===== src/hw/rtl/rbst_pkg.sv =====
// Package for the ray/box slab test: widths, control words and the microprogram.
`timescale 1ns / 1ps
`default_nettype none
package rbst_pkg;

  localparam int WORD_WIDTH = 32;
  localparam int FRAC_BITS  = 16;

  // Division loop count: one quotient bit per step.
  localparam int CNT_W = $clog2(WORD_WIDTH);
  localparam int UPC_W = 4;

  typedef logic signed [WORD_WIDTH-1:0] word_t;

  // Control word fields that drive the datapath.
  typedef struct packed {
    logic in_ready;
    logic first_load;
    logic div_init;
    logic div_pre;
    logic par_test;
    logic div_step;
    logic div_fix;
    logic order;
    logic narrow;
    logic empty_test;
    logic out_load;
  } ctl_t;

  // Status the sequencer tests for its jumps.
  typedef struct packed {
    logic in_valid;
    logic missed;
    logic dir_zero;
    logic last;
    logic out_busy;
  } stat_t;

  typedef enum logic [2:0] {
    C_NEVER,
    C_ALWAYS,
    C_NO_VALID,
    C_MISSED,
    C_DIR_ZERO,
    C_CNT_NZ,
    C_NOT_LAST,
    C_OUT_BUSY
  } cond_e;

  typedef struct packed {
    ctl_t             ctl;
    cond_e            cond;
    logic [UPC_W-1:0] target;
  } ucode_t;

  // Microprogram addresses.
  localparam logic [UPC_W-1:0] UA_WAIT   = 4'd0;
  localparam logic [UPC_W-1:0] UA_LOAD   = 4'd1;
  localparam logic [UPC_W-1:0] UA_SKIP   = 4'd2;
  localparam logic [UPC_W-1:0] UA_PAR    = 4'd3;
  localparam logic [UPC_W-1:0] UA_DIV    = 4'd4;
  localparam logic [UPC_W-1:0] UA_FIX    = 4'd5;
  localparam logic [UPC_W-1:0] UA_ORDER  = 4'd6;
  localparam logic [UPC_W-1:0] UA_NARROW = 4'd7;
  localparam logic [UPC_W-1:0] UA_EMPTY  = 4'd8;
  localparam logic [UPC_W-1:0] UA_EMIT   = 4'd9;
  localparam logic [UPC_W-1:0] UA_OUT    = 4'd10;
  localparam logic [UPC_W-1:0] UA_RET    = 4'd11;

  // Control store: jump to target when the condition holds, else step on.
  function automatic ucode_t ucode_rom(input logic [UPC_W-1:0] addr);
    ucode_t u;
    u = '0;
    u.cond   = C_NEVER;
    u.target = UA_WAIT;
    unique case (addr)
      UA_WAIT: begin
        u.ctl.in_ready = 1'b1;
        u.cond         = C_NO_VALID;
        u.target       = UA_WAIT;
      end
      UA_LOAD: begin
        u.ctl.first_load = 1'b1;
        u.ctl.div_init   = 1'b1;
      end
      UA_SKIP: begin
        u.ctl.div_pre = 1'b1;
        u.cond        = C_MISSED;
        u.target      = UA_EMIT;
      end
      UA_PAR: begin
        u.ctl.par_test = 1'b1;
        u.cond         = C_DIR_ZERO;
        u.target       = UA_EMIT;
      end
      UA_DIV: begin
        u.ctl.div_step = 1'b1;
        u.cond         = C_CNT_NZ;
        u.target       = UA_DIV;
      end
      UA_FIX:    u.ctl.div_fix    = 1'b1;
      UA_ORDER:  u.ctl.order      = 1'b1;
      UA_NARROW: u.ctl.narrow     = 1'b1;
      UA_EMPTY:  u.ctl.empty_test = 1'b1;
      UA_EMIT: begin
        u.cond   = C_NOT_LAST;
        u.target = UA_WAIT;
      end
      UA_OUT: begin
        u.ctl.out_load = 1'b1;
        u.cond         = C_OUT_BUSY;
        u.target       = UA_OUT;
      end
      UA_RET: begin
        u.cond   = C_ALWAYS;
        u.target = UA_WAIT;
      end
      default: begin
        u.cond   = C_ALWAYS;
        u.target = UA_WAIT;
      end
    endcase
    return u;
  endfunction

endpackage
`default_nettype wire


===== src/hw/rtl/rbst_in_if.sv =====
// Input channel: one axis of a ray/box query per word.
`timescale 1ns / 1ps
`default_nettype none
interface rbst_in_if;
  logic                  valid;
  logic                  ready;
  logic                  first_axis;
  logic                  last_axis;
  rbst_pkg::word_t       ray_origin;
  rbst_pkg::word_t       ray_direction;
  rbst_pkg::word_t       box_low;
  rbst_pkg::word_t       box_high;
  rbst_pkg::word_t       t_start;
  rbst_pkg::word_t       t_end;

  modport source (
    output valid, first_axis, last_axis, ray_origin, ray_direction,
           box_low, box_high, t_start, t_end,
    input  ready
  );
  modport sink (
    input  valid, first_axis, last_axis, ray_origin, ray_direction,
           box_low, box_high, t_start, t_end,
    output ready
  );
endinterface
`default_nettype wire


===== src/hw/rtl/rbst_out_if.sv =====
// Result channel: hit flag of one query per word.
`timescale 1ns / 1ps
`default_nettype none
interface rbst_out_if;
  logic valid;
  logic ready;
  logic hit;

  modport source (output valid, hit, input ready);
  modport sink (input valid, hit, output ready);
endinterface
`default_nettype wire


===== src/hw/rtl/rbst_div_lane.sv =====
// One restoring divider lane: ((bound - origin) << FRAC_BITS) / dir, saturated.
`timescale 1ns / 1ps
`default_nettype none
module rbst_div_lane (
  input  logic            clk_i,
  input  logic            init_i,
  input  logic            pre_i,
  input  logic            step_i,
  input  logic            fix_i,
  input  rbst_pkg::word_t bound_i,
  input  rbst_pkg::word_t origin_i,
  input  rbst_pkg::word_t dir_i,
  output rbst_pkg::word_t quot_o
);
  import rbst_pkg::*;

  localparam int W  = WORD_WIDTH;
  localparam int F  = FRAC_BITS;
  localparam int DW = W + 1 + F;
  localparam int HW = F + 1;
  localparam int MW = (HW > W) ? HW : W;

  logic [W:0]    mag_q;
  logic [W-1:0]  den_q;
  logic          neg_q;
  logic          ovf_q;
  logic [W-1:0]  rem_q;
  logic [W-1:0]  low_q;
  logic [W-1:0]  quo_q;
  word_t         res_q;

  logic signed [W:0] diff;
  logic [W:0]        mag_d;
  logic [W-1:0]      den_d;
  logic [DW-1:0]     dvd;
  logic [MW-1:0]     hi_ext;
  logic [W:0]        rs;
  logic [W:0]        sub;
  logic              ge;
  logic [W-1:0]      cap;
  logic [W-1:0]      qsat;

  always_comb begin
    diff   = {bound_i[W-1], bound_i} - {origin_i[W-1], origin_i};
    mag_d  = diff[W] ? (W+1)'(-diff) : (W+1)'(diff);
    den_d  = dir_i[W-1] ? W'(-dir_i) : W'(dir_i);
    dvd    = {mag_q, {F{1'b0}}};
    hi_ext = MW'(dvd[DW-1:W]);
    rs     = {rem_q, low_q[W-1]};
    sub    = rs - {1'b0, den_q};
    ge     = rs >= {1'b0, den_q};
    cap    = neg_q ? {1'b1, {(W-1){1'b0}}} : {1'b0, {(W-1){1'b1}}};
    qsat   = (ovf_q || (quo_q > cap)) ? cap : quo_q;
  end

  always_ff @(posedge clk_i) begin
    if (init_i) begin
      mag_q <= mag_d;
      den_q <= den_d;
      neg_q <= diff[W] ^ dir_i[W-1];
    end
    if (pre_i) begin
      // quotient overflows the word when the top part already reaches the divisor
      ovf_q <= hi_ext >= MW'(den_q);
      rem_q <= hi_ext[W-1:0];
      low_q <= dvd[W-1:0];
      quo_q <= '0;
    end
    if (step_i) begin
      rem_q <= ge ? sub[W-1:0] : rs[W-1:0];
      low_q <= {low_q[W-2:0], 1'b0};
      quo_q <= {quo_q[W-2:0], ge};
    end
    if (fix_i) begin
      res_q <= neg_q ? word_t'(-qsat) : word_t'(qsat);
    end
  end

  assign quot_o = res_q;

endmodule
`default_nettype wire


===== src/hw/rtl/rbst_datapath.sv =====
// Datapath: held axis word, interval state, two divider lanes and the result register.
`timescale 1ns / 1ps
`default_nettype none
module rbst_datapath (
  input  logic           clk_i,
  input  logic           rst_ni,
  input  rbst_pkg::ctl_t ctl_i,
  output rbst_pkg::stat_t stat_o,
  rbst_in_if.sink        item_i,
  rbst_out_if.source     result_o
);
  import rbst_pkg::*;

  logic  first_q, last_q;
  word_t org_q, dir_q, lo_q, hi_q, ts_q, te_q;
  word_t il_q, ih_q;
  logic  missed_q;
  word_t tmin_q, tmax_q;
  logic  out_valid_q, hit_q;

  word_t t0, t1;
  logic  fire;
  logic  out_busy;
  logic  dir_zero;

  assign item_i.ready = ctl_i.in_ready;
  assign fire         = item_i.valid & ctl_i.in_ready;
  assign dir_zero     = (dir_q == '0);
  assign out_busy     = out_valid_q & ~result_o.ready;

  rbst_div_lane u_lane_low (
    .clk_i    (clk_i),
    .init_i   (ctl_i.div_init),
    .pre_i    (ctl_i.div_pre),
    .step_i   (ctl_i.div_step),
    .fix_i    (ctl_i.div_fix),
    .bound_i  (lo_q),
    .origin_i (org_q),
    .dir_i    (dir_q),
    .quot_o   (t0)
  );

  rbst_div_lane u_lane_high (
    .clk_i    (clk_i),
    .init_i   (ctl_i.div_init),
    .pre_i    (ctl_i.div_pre),
    .step_i   (ctl_i.div_step),
    .fix_i    (ctl_i.div_fix),
    .bound_i  (hi_q),
    .origin_i (org_q),
    .dir_i    (dir_q),
    .quot_o   (t1)
  );

  // Hold the accepted word and order the two slab distances.
  always_ff @(posedge clk_i) begin
    if (fire) begin
      first_q <= item_i.first_axis;
      last_q  <= item_i.last_axis;
      org_q   <= item_i.ray_origin;
      dir_q   <= item_i.ray_direction;
      lo_q    <= item_i.box_low;
      hi_q    <= item_i.box_high;
      ts_q    <= item_i.t_start;
      te_q    <= item_i.t_end;
    end
    if (ctl_i.order) begin
      tmin_q <= (t0 > t1) ? t1 : t0;
      tmax_q <= (t0 > t1) ? t0 : t1;
    end
  end

  // Interval state and miss flag.
  always_ff @(posedge clk_i or negedge rst_ni) begin
    if (!rst_ni) begin
      il_q     <= '0;
      ih_q     <= '0;
      missed_q <= 1'b0;
    end else begin
      if (ctl_i.first_load && first_q) begin
        il_q     <= ts_q;
        ih_q     <= te_q;
        missed_q <= 1'b0;
      end
      if (ctl_i.par_test && dir_zero && ((org_q < lo_q) || (org_q > hi_q))) begin
        missed_q <= 1'b1;
      end
      if (ctl_i.narrow) begin
        if (tmin_q > il_q) il_q <= tmin_q;
        if (tmax_q < ih_q) ih_q <= tmax_q;
      end
      if (ctl_i.empty_test && (ih_q < il_q)) begin
        missed_q <= 1'b1;
      end
    end
  end

  // Output register: load when free, drop on handshake.
  always_ff @(posedge clk_i or negedge rst_ni) begin
    if (!rst_ni) begin
      out_valid_q <= 1'b0;
    end else if (ctl_i.out_load && !out_busy) begin
      out_valid_q <= 1'b1;
    end else if (result_o.ready) begin
      out_valid_q <= 1'b0;
    end
  end

  always_ff @(posedge clk_i) begin
    if (ctl_i.out_load && !out_busy) begin
      hit_q <= ~missed_q;
    end
  end

  assign result_o.valid = out_valid_q;
  assign result_o.hit   = hit_q;

  always_comb begin
    stat_o          = '0;
    stat_o.in_valid = item_i.valid;
    stat_o.missed   = missed_q;
    stat_o.dir_zero = dir_zero;
    stat_o.last     = last_q;
    stat_o.out_busy = out_busy;
  end

endmodule
`default_nettype wire


===== src/flat_wrapper.sv =====
// flat-port wrapper written by rule: the top's interface ports become plain ports
module rbst_datapath_flat import rbst_pkg::*;
  (clk_i, rst_ni, ctl_i, stat_o, item_i_valid, item_i_first_axis, item_i_last_axis, item_i_ray_origin, item_i_ray_direction, item_i_box_low, item_i_box_high, item_i_t_start, item_i_t_end, item_i_ready, result_o_valid, result_o_hit, result_o_ready);
  rbst_in_if item_i_i ();
  rbst_out_if result_o_i ();
  input  logic clk_i;
  input  logic rst_ni;
  input  rbst_pkg::ctl_t ctl_i;
  output rbst_pkg::stat_t stat_o;
  input wire logic [$bits(item_i_i.valid)-1:0] item_i_valid;
  input wire logic [$bits(item_i_i.first_axis)-1:0] item_i_first_axis;
  input wire logic [$bits(item_i_i.last_axis)-1:0] item_i_last_axis;
  input wire logic [$bits(item_i_i.ray_origin)-1:0] item_i_ray_origin;
  input wire logic [$bits(item_i_i.ray_direction)-1:0] item_i_ray_direction;
  input wire logic [$bits(item_i_i.box_low)-1:0] item_i_box_low;
  input wire logic [$bits(item_i_i.box_high)-1:0] item_i_box_high;
  input wire logic [$bits(item_i_i.t_start)-1:0] item_i_t_start;
  input wire logic [$bits(item_i_i.t_end)-1:0] item_i_t_end;
  output wire logic [$bits(item_i_i.ready)-1:0] item_i_ready;
  output wire logic [$bits(result_o_i.valid)-1:0] result_o_valid;
  output wire logic [$bits(result_o_i.hit)-1:0] result_o_hit;
  input wire logic [$bits(result_o_i.ready)-1:0] result_o_ready;
  assign item_i_i.valid = item_i_valid;
  assign item_i_i.first_axis = item_i_first_axis;
  assign item_i_i.last_axis = item_i_last_axis;
  assign item_i_i.ray_origin = item_i_ray_origin;
  assign item_i_i.ray_direction = item_i_ray_direction;
  assign item_i_i.box_low = item_i_box_low;
  assign item_i_i.box_high = item_i_box_high;
  assign item_i_i.t_start = item_i_t_start;
  assign item_i_i.t_end = item_i_t_end;
  assign item_i_ready = item_i_i.ready;
  assign result_o_valid = result_o_i.valid;
  assign result_o_hit = result_o_i.hit;
  assign result_o_i.ready = result_o_ready;
  rbst_datapath u_core (.clk_i(clk_i), .rst_ni(rst_ni), .ctl_i(ctl_i), .stat_o(stat_o), .item_i(item_i_i), .result_o(result_o_i));
endmodule

===== config.mk =====
export PLATFORM = sky130hd
export DESIGN_NAME = rbst_datapath_flat
export DESIGN_NICKNAME = d
export VERILOG_FILES = /design/src/hw/rtl/rbst_pkg.sv /design/src/hw/rtl/rbst_in_if.sv /design/src/hw/rtl/rbst_out_if.sv /design/src/hw/rtl/rbst_div_lane.sv /design/src/hw/rtl/rbst_datapath.sv /design/src/flat_wrapper.sv
export SDC_FILE = /design/constraint.sdc
export NUM_CORES = 1
export LEC_CHECK = 0
export ABC_AREA = 1
export ABC_CLOCK_PERIOD_IN_PS = 12300
export CORE_UTILIZATION = 55
export CTS_CLUSTER_DIAMETER = 30
export DETAILED_ROUTE_END_ITERATION = 8
export DONT_BUFFER_PORTS = 1
export PLACE_DENSITY = 0.68
export SLEW_MARGIN = 10
export SYNTH_ARGS = -nofsm -noshare
export SYNTH_HDL_FRONTEND = slang
export SYNTH_SLANG_ARGS = --single-unit

===== constraint.sdc =====
create_clock -name clk_i -period 12.3 [get_ports clk_i]
set_input_delay 3.075 -clock clk_i [delete_from_list [all_inputs] [get_ports clk_i]]
set_output_delay 3.075 -clock clk_i [all_outputs]
set_load 0.01 [all_outputs]

* Word-level counts from Yosys, hierarchy flattened
Index checks and enable logic that the tools add are counted.
Operators by class: $lt $le $gt $ge 12, reductions and logical operators 13, bitwise gates (word level) 6, add/subtract/negate cells 9, multiplexer cells 35
Operator list (number):
- 2-to-1 mux 32 bit | 29
- greater-than comparator 32 bit | 5
- < comparator 32 bit | 3
- negation 32 bit | 3
- greater-or-equal comparator 33 x 32 -> 1 bit | 2
- negation 33 bit | 2
- subtractor 32 x 32 -> 33 bit | 2
- greater-or-equal comparator 17 x 32 -> 1 bit | 2
- subtractor 32 bit | 2
- logical NOT 32 bit | 1
- 2-to-1 mux 31 bit | 1
- logical AND 1 bit | 5
- 2-to-1 mux 1 bit | 5
- nonzero test 2 bit | 2
- logical OR 1 bit | 3
- nonzero test 3 bit | 1
- AND 1 bit | 2
- NOT 1 bit | 2
- XOR 1 bit | 2
- logical NOT 1 bit | 1
Storage, ports and cells: output and inout bits 8, register bits after elaboration 651, logic and storage cells 110, input port bits 209

* Depth between registers and ports, before layout
depth after elaboration 6, depth in mapped cells 32, gate-level depth less buffers 28

* Modules after synthesis
A second synthesis with hierarchy kept.
Second synthesis, totals: cells, all modules 5763, area total of the unflattened synthesis 47981.0 um^2
Modules (own cells, without submodules):
- rbst_div_lane | instances 2, seq. area each 5375.2 um^2, area an instance 15337.2 um^2, cells an instance 2027
- rbst_datapath | instances 1, seq. area each 9429.0 um^2, area an instance 17306.6 um^2, cells an instance 1709

* Least setup slack after synthesis
OpenSTA, ideal clock, no wires.
path kind input to register, start point input port item_i_valid, end point register u_core.dir_q[0], enable pin, buffers on the path 0, arrival time 6.836 ns, library setup time 0.546 ns, path slack 4.919 ns, stages 2, data required time 11.754 ns, cell sequence nand2_1 > inv_1
Between the ends: longest elaborated chain between the ends 1
RTL lines:
- start: declaration | line flat_wrapper.sv:10 | input wire logic [$bits(item_i_i.valid)-1:0] item_i_valid;
- AND 1 bit | line rbst_datapath.sv:27 | assign fire = item_i.valid & ctl_i.in_ready;
- net u_core.fire | line rbst_datapath.sv:22 | logic fire;
- end signal: assignment | line rbst_datapath.sv:61 | dir_q <= item_i.ray_direction;
- end: declaration | line rbst_datapath.sv:15 | word_t org_q, dir_q, lo_q, hi_q, ts_q, te_q;
The timed path passes the listed nets, and every way through them passes these cells. A chain may end at the register's enable or synchronous reset.

==> out/summary.txt <==
status -> finished, final reports clean
syn_area_per_cell -> 8.420 um^2
via count of the first global-routing pass -> 31960
Setup Buffers After CTS -> 0
CP dominant cell by count -> nor2_1
Synth Instances -> 5021
DR vias/cell -> 5.358
hold depth -> 2
Routed WL per cell -> 16.95 um
RSZ-0062 raised after global routing -> false
Max Cap Viol -> 0
# setup viols final -> 0
Final Hold Vio Count -> 0
CTS Buffer Depth -> 3
FILL cells -> 6408
Setup crit end kind -> output port
row count -> 101
residual DRC count -> 0
worst hold slack -> 0.4989 ns
gr usage total -> 27.00%
Ports -> 217
IO buf count -> 0
Worst EP required -> 9.22 ns
CTS clk-pin slew, worst paths -> 0.05 ns
PwrDens -> 229.6 nW/um^2
Chip Height -> 279.2 um
layout cells sized above 1 -> 6.672%
peak fanout along the critical path -> 4
H-tree levels -> 4
final worst-path cycle share -> 52.58%
initial core utilization -> 55.66%
post-synthesis sequential area ratio -> 45.46%
Synth cell types -> 67
worst-skew pair later-pin latency -> 0.73 ns
Hold Path Class -> reg2reg
multi-input logic area -> 19900 um^2
initial antenna violation count -> 2
cts hold-fix bufs -> 0
CTS sink cnt -> 651
CP max stage cell -> edfxtp_1
Setup Total Neg Slack -> 0 ns
DRT antenna net count -> 0
net count after synthesis -> 5593
register area -> 19220 um^2
slowest stage delay, CP -> 0.41 ns
Detailed Route WL -> 105.4 mm
cells on worst reg2reg path -> 20
First DRT Iteration DRCs -> 2115
Die Area -> 77980 um^2
Slew headroom -> 25.34%
Fin Clk Skew -> 0.03785 ns
kind of critical path -> reg2out
f_max -> 0.1546 GHz
Most used DFF post-synth -> edfxtp_1
Final Non-Filler Cells -> 6217
#FFs+latches synth -> 651
Reg2Reg Setup Slack -> 6.54 ns
Layout area overhead -> 14.53%
Tmin final -> 6.468 ns
slew at the pin closest to its max-slew limit -> 1.120 ns
DP Cell Count -> 5937
Post-Syn Area -> 42280 um^2
pin count of the biggest net entering global routing -> 143
crit-path cells -> inv_1, ha_1, inv_1, nor4_1, nand2_1, nor3_2, nand2_1, nor2_1, nand4_1, or2_1, nor2_1, nand4_1, nor2_1
Peak VDD IR -> 180.8 uV
CTS tree -> built
number of synthesized flops with an enable pin -> 585
gp weighted congestion -> 0.9392
synth warn -> 0
1st-pass router iterations -> 6
die width -> 279.2 um
Final nets -> 5631
total power -> 0.01112 W
CTS root buf -> clkbuf_16
first-pass GRT wire length -> 165.5 mm
post-CTS sizing -> 0
top flop regs -> u_core.u_lane_high.mag_q x33, u_core.u_lane_low.mag_q x33
Final HPWL DP -> 80.06 mm
FFs w/ async S/R, synth -> 10.14%
core area -> 75950 um^2
Num CTS Buffers -> 150
leakage -> 22.34 nW
Startpoint Class -> register
Slew Viols, Final -> 0
Worst Path Arrival -> 3.39 ns
vias -> 33310
total grt overflow -> 0
power by group:
part           switching [W]  internal (W)  total [W]  leakage (nW)
logic                0.00238       0.00129    0.00368          13.2
registers           0.000278       0.00307    0.00335          6.58
clock network        0.00132       0.00277    0.00409          2.55
total                0.00399       0.00713     0.0111          22.3
cell usage in the layout, fill, tap and decap left out, types with 17 or more instances in the layout:
cell          n
nand2_1    1303
inv_1       683
edfxtp_1    585
nor2_1      395
ha_1        359
o21ai_0     353
a21oi_1     324
nand3_1     270
clkbuf_16   151
xor2_1      101
xnor2_1      72
nand4_1      71
dfrtp_1      66
nor3_1       47
o211ai_1     24
clkinv_2     24
bufinv_16    23
o21a_1       21
clkbuf_1     21
nand2_2      20
a21o_1       18
a31oi_1      17
critical path: cells and delay by family, from the launching register on:
family                     cells  cell delay (ns)
adders and majority gates      1             0.14
buffers and inverters          2             0.16
DFF                            1             0.41
and+or+nand+nor               10             1.97
cell type report:
type | count | area share [%]
antenna | 1 | 0.005168
multi-input combinational | 3551 | 41.10
tap | 1030 | 2.662
sequential | 651 | 39.69
clock buffer | 174 | 8.024
inverter | 694 | 5.409
timing repair buffer | 11 | 0.1706
clock inverter | 105 | 2.941
through the flow:
stage                     cell area, um^2  util (%)  worst slack, ns
after floorplan                     42280         -            4.919
after global placement              43110     56.76            5.940
after detailed placement            43110     56.76            5.953
after CTS                           48420     63.75            5.821
after global routing                48420     63.75            5.526
final                               48420     63.75            5.832
Yosys cell counts, drive strengths merged, types with 10 or more instances:
cell type | n | area [um^2]
edfxtp | 585 | 17570
clkbuf | 66 | 250.2
o21ai | 373 | 1893
nand3b | 10 | 75.07
buf | 59 | 330.3
nand4 | 71 | 444.2
nand3 | 278 | 1421
nor2 | 407 | 1568
xnor2 | 75 | 679.4
a31oi | 17 | 106.4
o211ai | 26 | 205.2
nor3 | 54 | 317.8
xor2 | 108 | 1010
inv | 692 | 2603
a21o | 18 | 135.1
a21oi | 328 | 1657
o21bai | 12 | 90.09
nand2 | 1325 | 5039
dfrtp | 66 | 1652
ha | 359 | 4492
nor4 | 14 | 87.58
o21a | 21 | 157.7
cells by family after synthesis:
group / Yosys count / share of synthesized area, %
compound gates: 831 / 10.72
buf+inv: 819 / 7.547
xor+xnor: 183 / 3.996
flops: 651 / 45.46
fa+ha+maj: 363 / 10.81
simple gates: 2171 / 21.38
mux: 3 / 0.07990
routing by layer:
layer / part of all wire, % / vias up / GRT usage (%)
met5: 0 / - / 0
met1: 42 / 15330 / 32.80
met2: 50 / 790 / 47.02
li1: - / 16960 / -
met3: 4.4 / 227 / 4.226
met4: 4.1 / 0 / 12.37
final timing paths:
kind | end | startpoint
max | stat_o[2] | u_core.dir_q[0]
min | u_core.u_lane_high.low_q[29] | u_core.u_lane_high.mag_q[13]
max reg2reg | u_core.u_lane_low.quot_o[10] | u_core.u_lane_low.neg_q
min reg2reg | u_core.u_lane_high.low_q[29] | u_core.u_lane_high.mag_q[13]
max in group asynchronous | u_core.il_q[20] | rst_ni
min in group asynchronous | u_core.ih_q[8] | rst_ni
No activity file was read; power rests on OpenSTA's default activity.
